## config.mk

```make
export PLATFORM = sky130hd
export DESIGN_NAME = pfb_cell
export DESIGN_NICKNAME = d
export VERILOG_FILES = /design/src/rtl/pfb_pkg.sv /design/src/rtl/pfb_cell.sv
export SDC_FILE = /design/constraint.sdc
export NUM_CORES = 1
export LEC_CHECK = 0
export ABC_CLOCK_PERIOD_IN_PS = 7350
export BUFFER_PORTS_ARGS = -buffer_cell sky130_fd_sc_hd__buf_4
export CORE_MARGIN = 2
export CORE_UTILIZATION = 40
export CTS_CLUSTER_DIAMETER = 80
export DETAILED_ROUTE_END_ITERATION = 10
export PLACE_DENSITY = 0.69
export SYNTH_ARGS = -nofsm -noshare
export SYNTH_HDL_FRONTEND = slang
export SYNTH_SLANG_ARGS = --single-unit
```

## constraint.sdc

```tcl
create_clock -name i_clk -period 7.35 [get_ports i_clk]
set_input_delay 0.3675 -clock i_clk [delete_from_list [all_inputs] [get_ports i_clk]]
set_output_delay 0.3675 -clock i_clk [all_outputs]
set_load 0.02 [all_outputs]
```

## src/rtl/pfb_pkg.sv

```systemverilog
// shared types and constants of the period to frequency converter
// no dependencies; imported by every module of the block
`timescale 1ns / 1ps

package pfb_pkg;

    // word widths
    localparam int PFB_DATA_W  = 32;
    localparam int PFB_DIGIT_W = 4;
    localparam int PFB_DIGITS  = 4;
    localparam int PFB_BCD_W   = PFB_DIGIT_W * PFB_DIGITS;

    // one cell per quotient bit
    localparam int PFB_CELLS   = PFB_DATA_W;

    // configuration port
    localparam int PFB_ADDR_W  = 1;
    localparam int PFB_PDATA_W = 32;
    localparam logic [PFB_ADDR_W-1:0] PFB_REG_REFERENCE_HZ = 1'b0;

    // reset value of the reference rate
    localparam logic [PFB_DATA_W-1:0] PFB_REF_RESET = 32'd60000000;

    // data handed from one divider cell to the next
    typedef struct packed {
        logic                  valid;
        logic                  zero;
        logic [PFB_DATA_W-1:0] rem;
        logic [PFB_DATA_W-1:0] divisor;
        logic [PFB_DATA_W-1:0] dq;
        logic [PFB_BCD_W-1:0]  bcd;
    } t_cell_data;

endpackage

```

## src/rtl/pfb_cell.sv

```systemverilog
// one cell of the divider chain: one restoring division step and one
// double-dabble step on the quotient bit it produces; uses pfb_pkg
`timescale 1ns / 1ps

module pfb_cell (
    input  logic                i_clk,
    input  logic                i_rst_n,
    input  pfb_pkg::t_cell_data i_cell,
    output pfb_pkg::t_cell_data o_cell
);
    import pfb_pkg::*;

    logic [PFB_DATA_W:0]   w_trial;
    logic [PFB_DATA_W:0]   w_diff;
    logic                  w_qbit;
    logic [PFB_BCD_W-1:0]  w_adj;
    t_cell_data            n_cell;
    t_cell_data            r_cell;

    // shift in the next dividend bit and try the subtraction
    assign w_trial = {i_cell.rem, i_cell.dq[PFB_DATA_W-1]};
    assign w_diff  = w_trial - {1'b0, i_cell.divisor};
    assign w_qbit  = (w_trial >= {1'b0, i_cell.divisor});

    // add three to every bcd digit of five or more before the shift
    always_comb begin
        for (int d = 0; d < PFB_DIGITS; d++) begin
            if (i_cell.bcd[d*PFB_DIGIT_W +: PFB_DIGIT_W] >= PFB_DIGIT_W'(5)) begin
                w_adj[d*PFB_DIGIT_W +: PFB_DIGIT_W] =
                    i_cell.bcd[d*PFB_DIGIT_W +: PFB_DIGIT_W] + PFB_DIGIT_W'(3);
            end else begin
                w_adj[d*PFB_DIGIT_W +: PFB_DIGIT_W] =
                    i_cell.bcd[d*PFB_DIGIT_W +: PFB_DIGIT_W];
            end
        end
    end

    // next cell contents; the carry out of the thousands digit is dropped
    always_comb begin
        n_cell         = i_cell;
        n_cell.rem     = w_qbit ? w_diff[PFB_DATA_W-1:0] : w_trial[PFB_DATA_W-1:0];
        n_cell.dq      = {i_cell.dq[PFB_DATA_W-2:0], w_qbit};
        n_cell.bcd     = {w_adj[PFB_BCD_W-2:0], w_qbit};
    end

    // valid is cleared by reset, the payload is not
    always_ff @(posedge i_clk) begin
        if (!i_rst_n) begin
            r_cell.valid <= 1'b0;
        end else begin
            r_cell.valid <= n_cell.valid;
        end
        r_cell.zero    <= n_cell.zero;
        r_cell.rem     <= n_cell.rem;
        r_cell.divisor <= n_cell.divisor;
        r_cell.dq      <= n_cell.dq;
        r_cell.bcd     <= n_cell.bcd;
    end

    assign o_cell = r_cell;

endmodule

```

==> impl_metrics.ini, run 1 <==
[run_status]
status = completed

[logic_synthesis]
ys_warn_count = 0
synth_top_area_frac = 0.437
syn_area_mm2 = 0.00518
synthFlopType = dfxtp_1
synth.avg_cell_area_um2 = 9.80
synthDistinctLibCells = 56
ys_seq_elements = 113
async_reset_ff_frac = 0
yosysTopAreaCell = dfxtp_1
synth_nets = 686
synth_edf_count = 0
synth_top_cells_by_area = dfxtp_1 (44%), ha_1 (9.7%), mux2_4 (7.2%)
seq_area_frac_synth = 0.437
syn_inst = 529

[routing]
vias_per_cell = 4.85
wl_per_cell_um = 15.1
drtIter0Drc = 271
antenna_left = 0
wirelength_um = 14300
drc = 0
vias = 4583
dr.pass1.iters = 4

[cts]
path_clk_slew_ps = 60
cts.sinks = 113
ctsHoldBuffers = 0
cts_made_buffers = 17
cts_buffer_depth = 2
post-cts-setup-buffers = 0
cts_tree = done
cts_resized = 0
cts_max_level = 4
root_buffer = clkbuf_16

[timing]
finalSetupViolCount = 0
tns_ps = 0
slew_headroom = 0.505
hold_viol = 0
final_max_slew_viol_count = 0
worst_pin_slew_ps = 739
clock.fmax_mhz = 325
final.period_utilization = 0.419
period_needed_ps = 3080
rsz0062_at_grt = false

[worst_setup_path]
critical_path_class = primary input to flip-flop
endpoint = o_cell[104]$_DFF_P_
arrival_ps = 3380
critPathRequiredTime_ps = 7650
crit_fanout = 17
worstSetupStartpointType = primary input
critPathCaptureType = flip-flop
crit_start = i_cell[51]

[power_and_ir_drop]
peakVddDrop_uv = 117
p_seq_frac = 0.342
power.density_mw_per_mm2 = 268
pwr-share-comb = 0.253
intPower_w = 0.00146
power_switching_w = 0.000584
switching_share = 0.286
leakagePower_nw = 3.79
p_clk_frac = 0.405

[global_routing]
grt_first_pass_wirelength_um = 22600
antenna_found_initial = 0
grt_usage = 0.206
grt_overflow = 0
grt_start_max_net_pins = 18
grt_pass1_vias = 4608

[layout]
largest_reg_flops = 113
fin_area_mm2 = 0.00762
synthToLayoutAreaGrowth_pct = 47.1
num_antenna_cells = 0
drive_gt1_frac = 0.386
final_common_cell = buf_4
mostFrequentLayoutCells = buf_4 (230), dfxtp_1 (113), inv_1 (53)
layout.nets = 917

[place]
place.gp.congestion = 0.912
port_buffers = 229
placed_area_mm2 = 0.00703
dp_hpwl_um = 11500

[run]
maxCapViolCount = 0

[die]
rows = 41
ios = 230
initial_core_util = 0.411
die_h_um = 118
die_area_mm2 = 0.0139
die_x_um = 118
coreArea_mm2 = 0.0126

[min_path]
hold_class = primary input to flip-flop
==> cells by family (layout without fill, tap and decap cells) <==
group / after synthesis / after routing / synth area share
compound gates: 120 / 120 / 0.150
xor+xnor: 28 / 28 / 0.0473
fa+ha+maj: 41 / 41 / 0.100
buf+inv: 71 / 315 / 0.0567
flops: 113 / 113 / 0.437
mux: 37 / 37 / 0.0963
simple gates: 119 / 119 / 0.113
==> how the worst min path moves through the flow <==
stage                start                   to  slack, ps  cells after the start
2_1_floorplan  i_cell[112]  o_cell[112]$_DFF_P_        400                      0
3_3_place_gp    i_cell[34]   o_cell[35]$_DFF_P_        470                      1
3_5_place_dp    i_cell[38]   o_cell[39]$_DFF_P_        470                      1
4_1_cts         i_cell[36]   o_cell[37]$_DFF_P_         30                      1
5_1_grt         i_cell[23]   o_cell[24]$_DFF_P_         30                      1
6_report        i_cell[36]   o_cell[37]$_DFF_P_         50                      1
==> layout make-up <==
| type | count | area, um^2 |
|---|---|---|
| clock inverters | 13 | 160 |
| flip-flops and latches | 113 | 2260 |
| multi-input cells | 345 | 2630 |
| fillers | 1112 | 5000 |
| inverters | 53 | 199 |
| clock buffers | 19 | 433 |
| repair buffers | 230 | 1730 |
| well taps | 172 | 215 |
==> metal layers <==
layer	wire length, um	track usage	vias up
li1	-	-	2294
met1	5650	0.222	2083
met2	7190	0.359	178
met3	1110	0.0819	28
met4	354	0.0866	0
met5	0	0	-
==> through the flow <==
step                std cells  setup WS [ps]  total power, W   util  hold WS (ps)
global route              945           4090         0.00214  0.604          27.8
CTS                       945           4250         0.00207  0.604          34.8
floorplan                 529           4730         0.00102      -           395
detailed placement        913           3810         0.00123  0.557           473
finish                    945           4270         0.00205  0.604          49.4
global placement          913           3820         0.00122  0.557           472
==> synthesized netlist by cell type, types with 4 or more instances <==
| master | n |
|---|---|
| a21o_1 | 10 |
| clkbuf_1 | 13 |
| xor2_1 | 6 |
| o21ai_0 | 27 |
| inv_1 | 53 |
| a31oi_1 | 4 |
| xnor2_1 | 22 |
| o21bai_1 | 4 |
| nand3_1 | 10 |
| nand4_1 | 11 |
| nand2_1 | 39 |
| mux2i_1 | 9 |
| dfxtp_1 | 113 |
| a21oi_1 | 46 |
| nor3_1 | 9 |
| nand2b_1 | 11 |
| ha_1 | 40 |
| and2_1 | 5 |
| mux2_4 | 25 |
| nor2_1 | 21 |
| a211oi_1 | 5 |
==> worst max-delay path, cell delays in order <==
cell	delay (ps)
buf_4	80
inv_1	40
ha_1	360
nand3_1	140
o21ai_2	280
a311oi_4	170
o31ai_4	410
a21oi_4	120
o21ai_4	620
buf_4	440
mux2_4	330
==> power by group through the flow <==
stage	combinational [W]	clock, W	sequential (W)
4_1_cts	0.000520	0.000847	0.000700
3_5_place_dp	0.000518	0	0.000712
2_1_floorplan	0.000226	0	0.000797
3_3_place_gp	0.000511	0	0.000712
5_1_grt	0.000554	0.000877	0.000704
6_report	0.000517	0.000829	0.000699
Note: power is estimated with default switching activity, not from simulation.
==> inputs of run 2 (changes only) <==
--- a/config.mk
+++ b/config.mk
@@ -5,13 +5,13 @@
 export SDC_FILE = /design/constraint.sdc
 export NUM_CORES = 1
 export LEC_CHECK = 0
-export ABC_CLOCK_PERIOD_IN_PS = 7350
+export ABC_CLOCK_PERIOD_IN_PS = 2790
 export BUFFER_PORTS_ARGS = -buffer_cell sky130_fd_sc_hd__buf_4
 export CORE_MARGIN = 2
 export CORE_UTILIZATION = 40
 export CTS_CLUSTER_DIAMETER = 80
 export DETAILED_ROUTE_END_ITERATION = 10
-export PLACE_DENSITY = 0.69
+export PLACE_DENSITY = 0.72
 export SYNTH_ARGS = -nofsm -noshare
 export SYNTH_HDL_FRONTEND = slang
 export SYNTH_SLANG_ARGS = --single-unit
==> constraint.sdc (replaced) <==
create_clock -name i_clk -period 2.79 [get_ports i_clk]
set_input_delay 0.1395 -clock i_clk [delete_from_list [all_inputs] [get_ports i_clk]]
set_output_delay 0.1395 -clock i_clk [all_outputs]
set_load 0.02 [all_outputs]
==> impl_metrics.ini, run 2 (synthesis results as in run 1) <==
[cts]
cts_tree = done
cts_max_level = 4
cts.sinks = 113
cts_made_buffers = 17
cts_buffer_depth = 2
path_clk_slew_ps = 50
root_buffer = clkbuf_16

[global_routing]
grt_pass1_vias = 5616
grt_overflow = 0
grt_start_max_net_pins = 21
antenna_found_initial = 0
grt_usage = 0.266
grt_first_pass_wirelength_um = 29100

[die]
rows = 41
die_x_um = 118
die_area_mm2 = 0.0139
initial_core_util = 0.411
die_h_um = 118
coreArea_mm2 = 0.0126
ios = 230

[worst_setup_path]
critPathRequiredTime_ps = 3090
slowest_stage = dlygate4sd3_1
worstSetupStartpointType = primary input
critPathCaptureType = flip-flop
crit_fanout = 20
path_buf_inv = 3
crit_path_frequent_cell = o21ai_4
arrival_ps = 2990
crit_start = i_cell[81]
crit_family = compound AO/OA/AOI/OAI gates
cp_slowest_stage_delay_ps = 550
critical_path_class = primary input to flip-flop
worstPathCellList = dlygate4sd3_1, buf_4, ha_1, nand3_1, o21ai_4, a311oi_4, o31ai_4, a21oi_4, o21ai_4, buf_12, mux2_2
cp.depth = 11

[power_and_ir_drop]
leakagePower_nw = 4.34
power.density_mw_per_mm2 = 635
peakVddDrop_uv = 389

[timing]
final_max_slew_viol_count = 0
slew_headroom = 0.630
worst_pin_slew_ps = 551
rsz0062_at_grt = false
period_needed_ps = 2700
hold_viol = 0
final.period_utilization = 0.967
clock.fmax_mhz = 371
hold_ws_ps = 31.4
tns_ps = 0
finalSetupViolCount = 0

[layout]
layout.nets = 1041
largest_reg_flops = 113
synthToLayoutAreaGrowth_pct = 72.3
mostFrequentLayoutCells = buf_4 (238), dlygate4sd3_1 (114), dfxtp_1 (113)
multiInputGateArea_mm2 = 0.00268
drive_gt1_frac = 0.359
regArea_mm2 = 0.00226
final_common_cell = buf_4
num_antenna_cells = 0
fillCellCount = 897

[min_path]
hold_class = primary input to flip-flop
hold_depth = 3
hp-start = i_cell[1]

[place]
port_buffers = 229
place.gp.congestion = 0.841
dp_hpwl_um = 11700

[run_status]
status = completed

[routing]
antenna_left = 0
drtIter0Drc = 389
drc = 0
vias_per_cell = 4.95
wirelength_um = 18400
wl_per_cell_um = 17.2
vias = 5281
dr.pass1.iters = 4

[run]
maxCapViolCount = 0
run 2: changes by cell type in the layout (fill, tap and decap cells not counted), sizes merged:
cell / delta
buf: +10
clkbuf: +2
inv: -2
dlygate4sd3: +114
clkinvlp: -2
run 2: through the flow:
| stage | power [W] | instance area [um^2] | setup slack [ps] | cells | util |
|---|---|---|---|---|---|
| finish | 0.00567 | 8930 | 91.8 | 1067 | 0.708 |
| global route | 0.00589 | 8930 | 4.73 | 1067 | 0.708 |
| CTS | 0.00564 | 8860 | 21.3 | 1066 | 0.702 |
| detailed placement | 0.00327 | 7110 | 8.29 | 922 | 0.563 |
| global placement | 0.00325 | 7110 | 93.1 | 922 | 0.563 |
| floorplan | 0.00269 | 5180 | 401 | 529 | - |
run 2: area by class of cell:
type,count,share of cell area
clock inverter,9,0.0147
timing repair buffer,354,0.331
tap,172,0.0241
clock buffer,21,0.0538
sequential,113,0.253
inverter,53,0.0223
multi-input combinational,345,0.301
run 2: what timing repair did:
action / in CTS / in global routing
hold endpoints to repair: 109 / 0
setup buffers: 0 / 1
setup endpoints to repair: 0 / 30
hold buffers: 114 / 0
resized for setup: 0 / 17
run 2: worst paths after layout:
check / end / slack (ps)
max: o_cell[82]$_DFF_P_ / 90
min: o_cell[2]$_DFF_P_ / 30
run 2: per-layer routing:
metal / vias up / part of all wire / global-route usage
li1: 2538 / - / -
met1: 2504 / 0.39 / 0.288
met3: 34 / 0.059 / 0.0833
met2: 205 / 0.53 / 0.488
met5: - / 0 / 0
met4: 0 / 0.025 / 0.0904
run 2: power by group:
part           internal, W  switching (W)
sequential         0.00179      0.0000558
clock              0.00148       0.000756
combinational     0.000791       0.000788
total              0.00407        0.00160
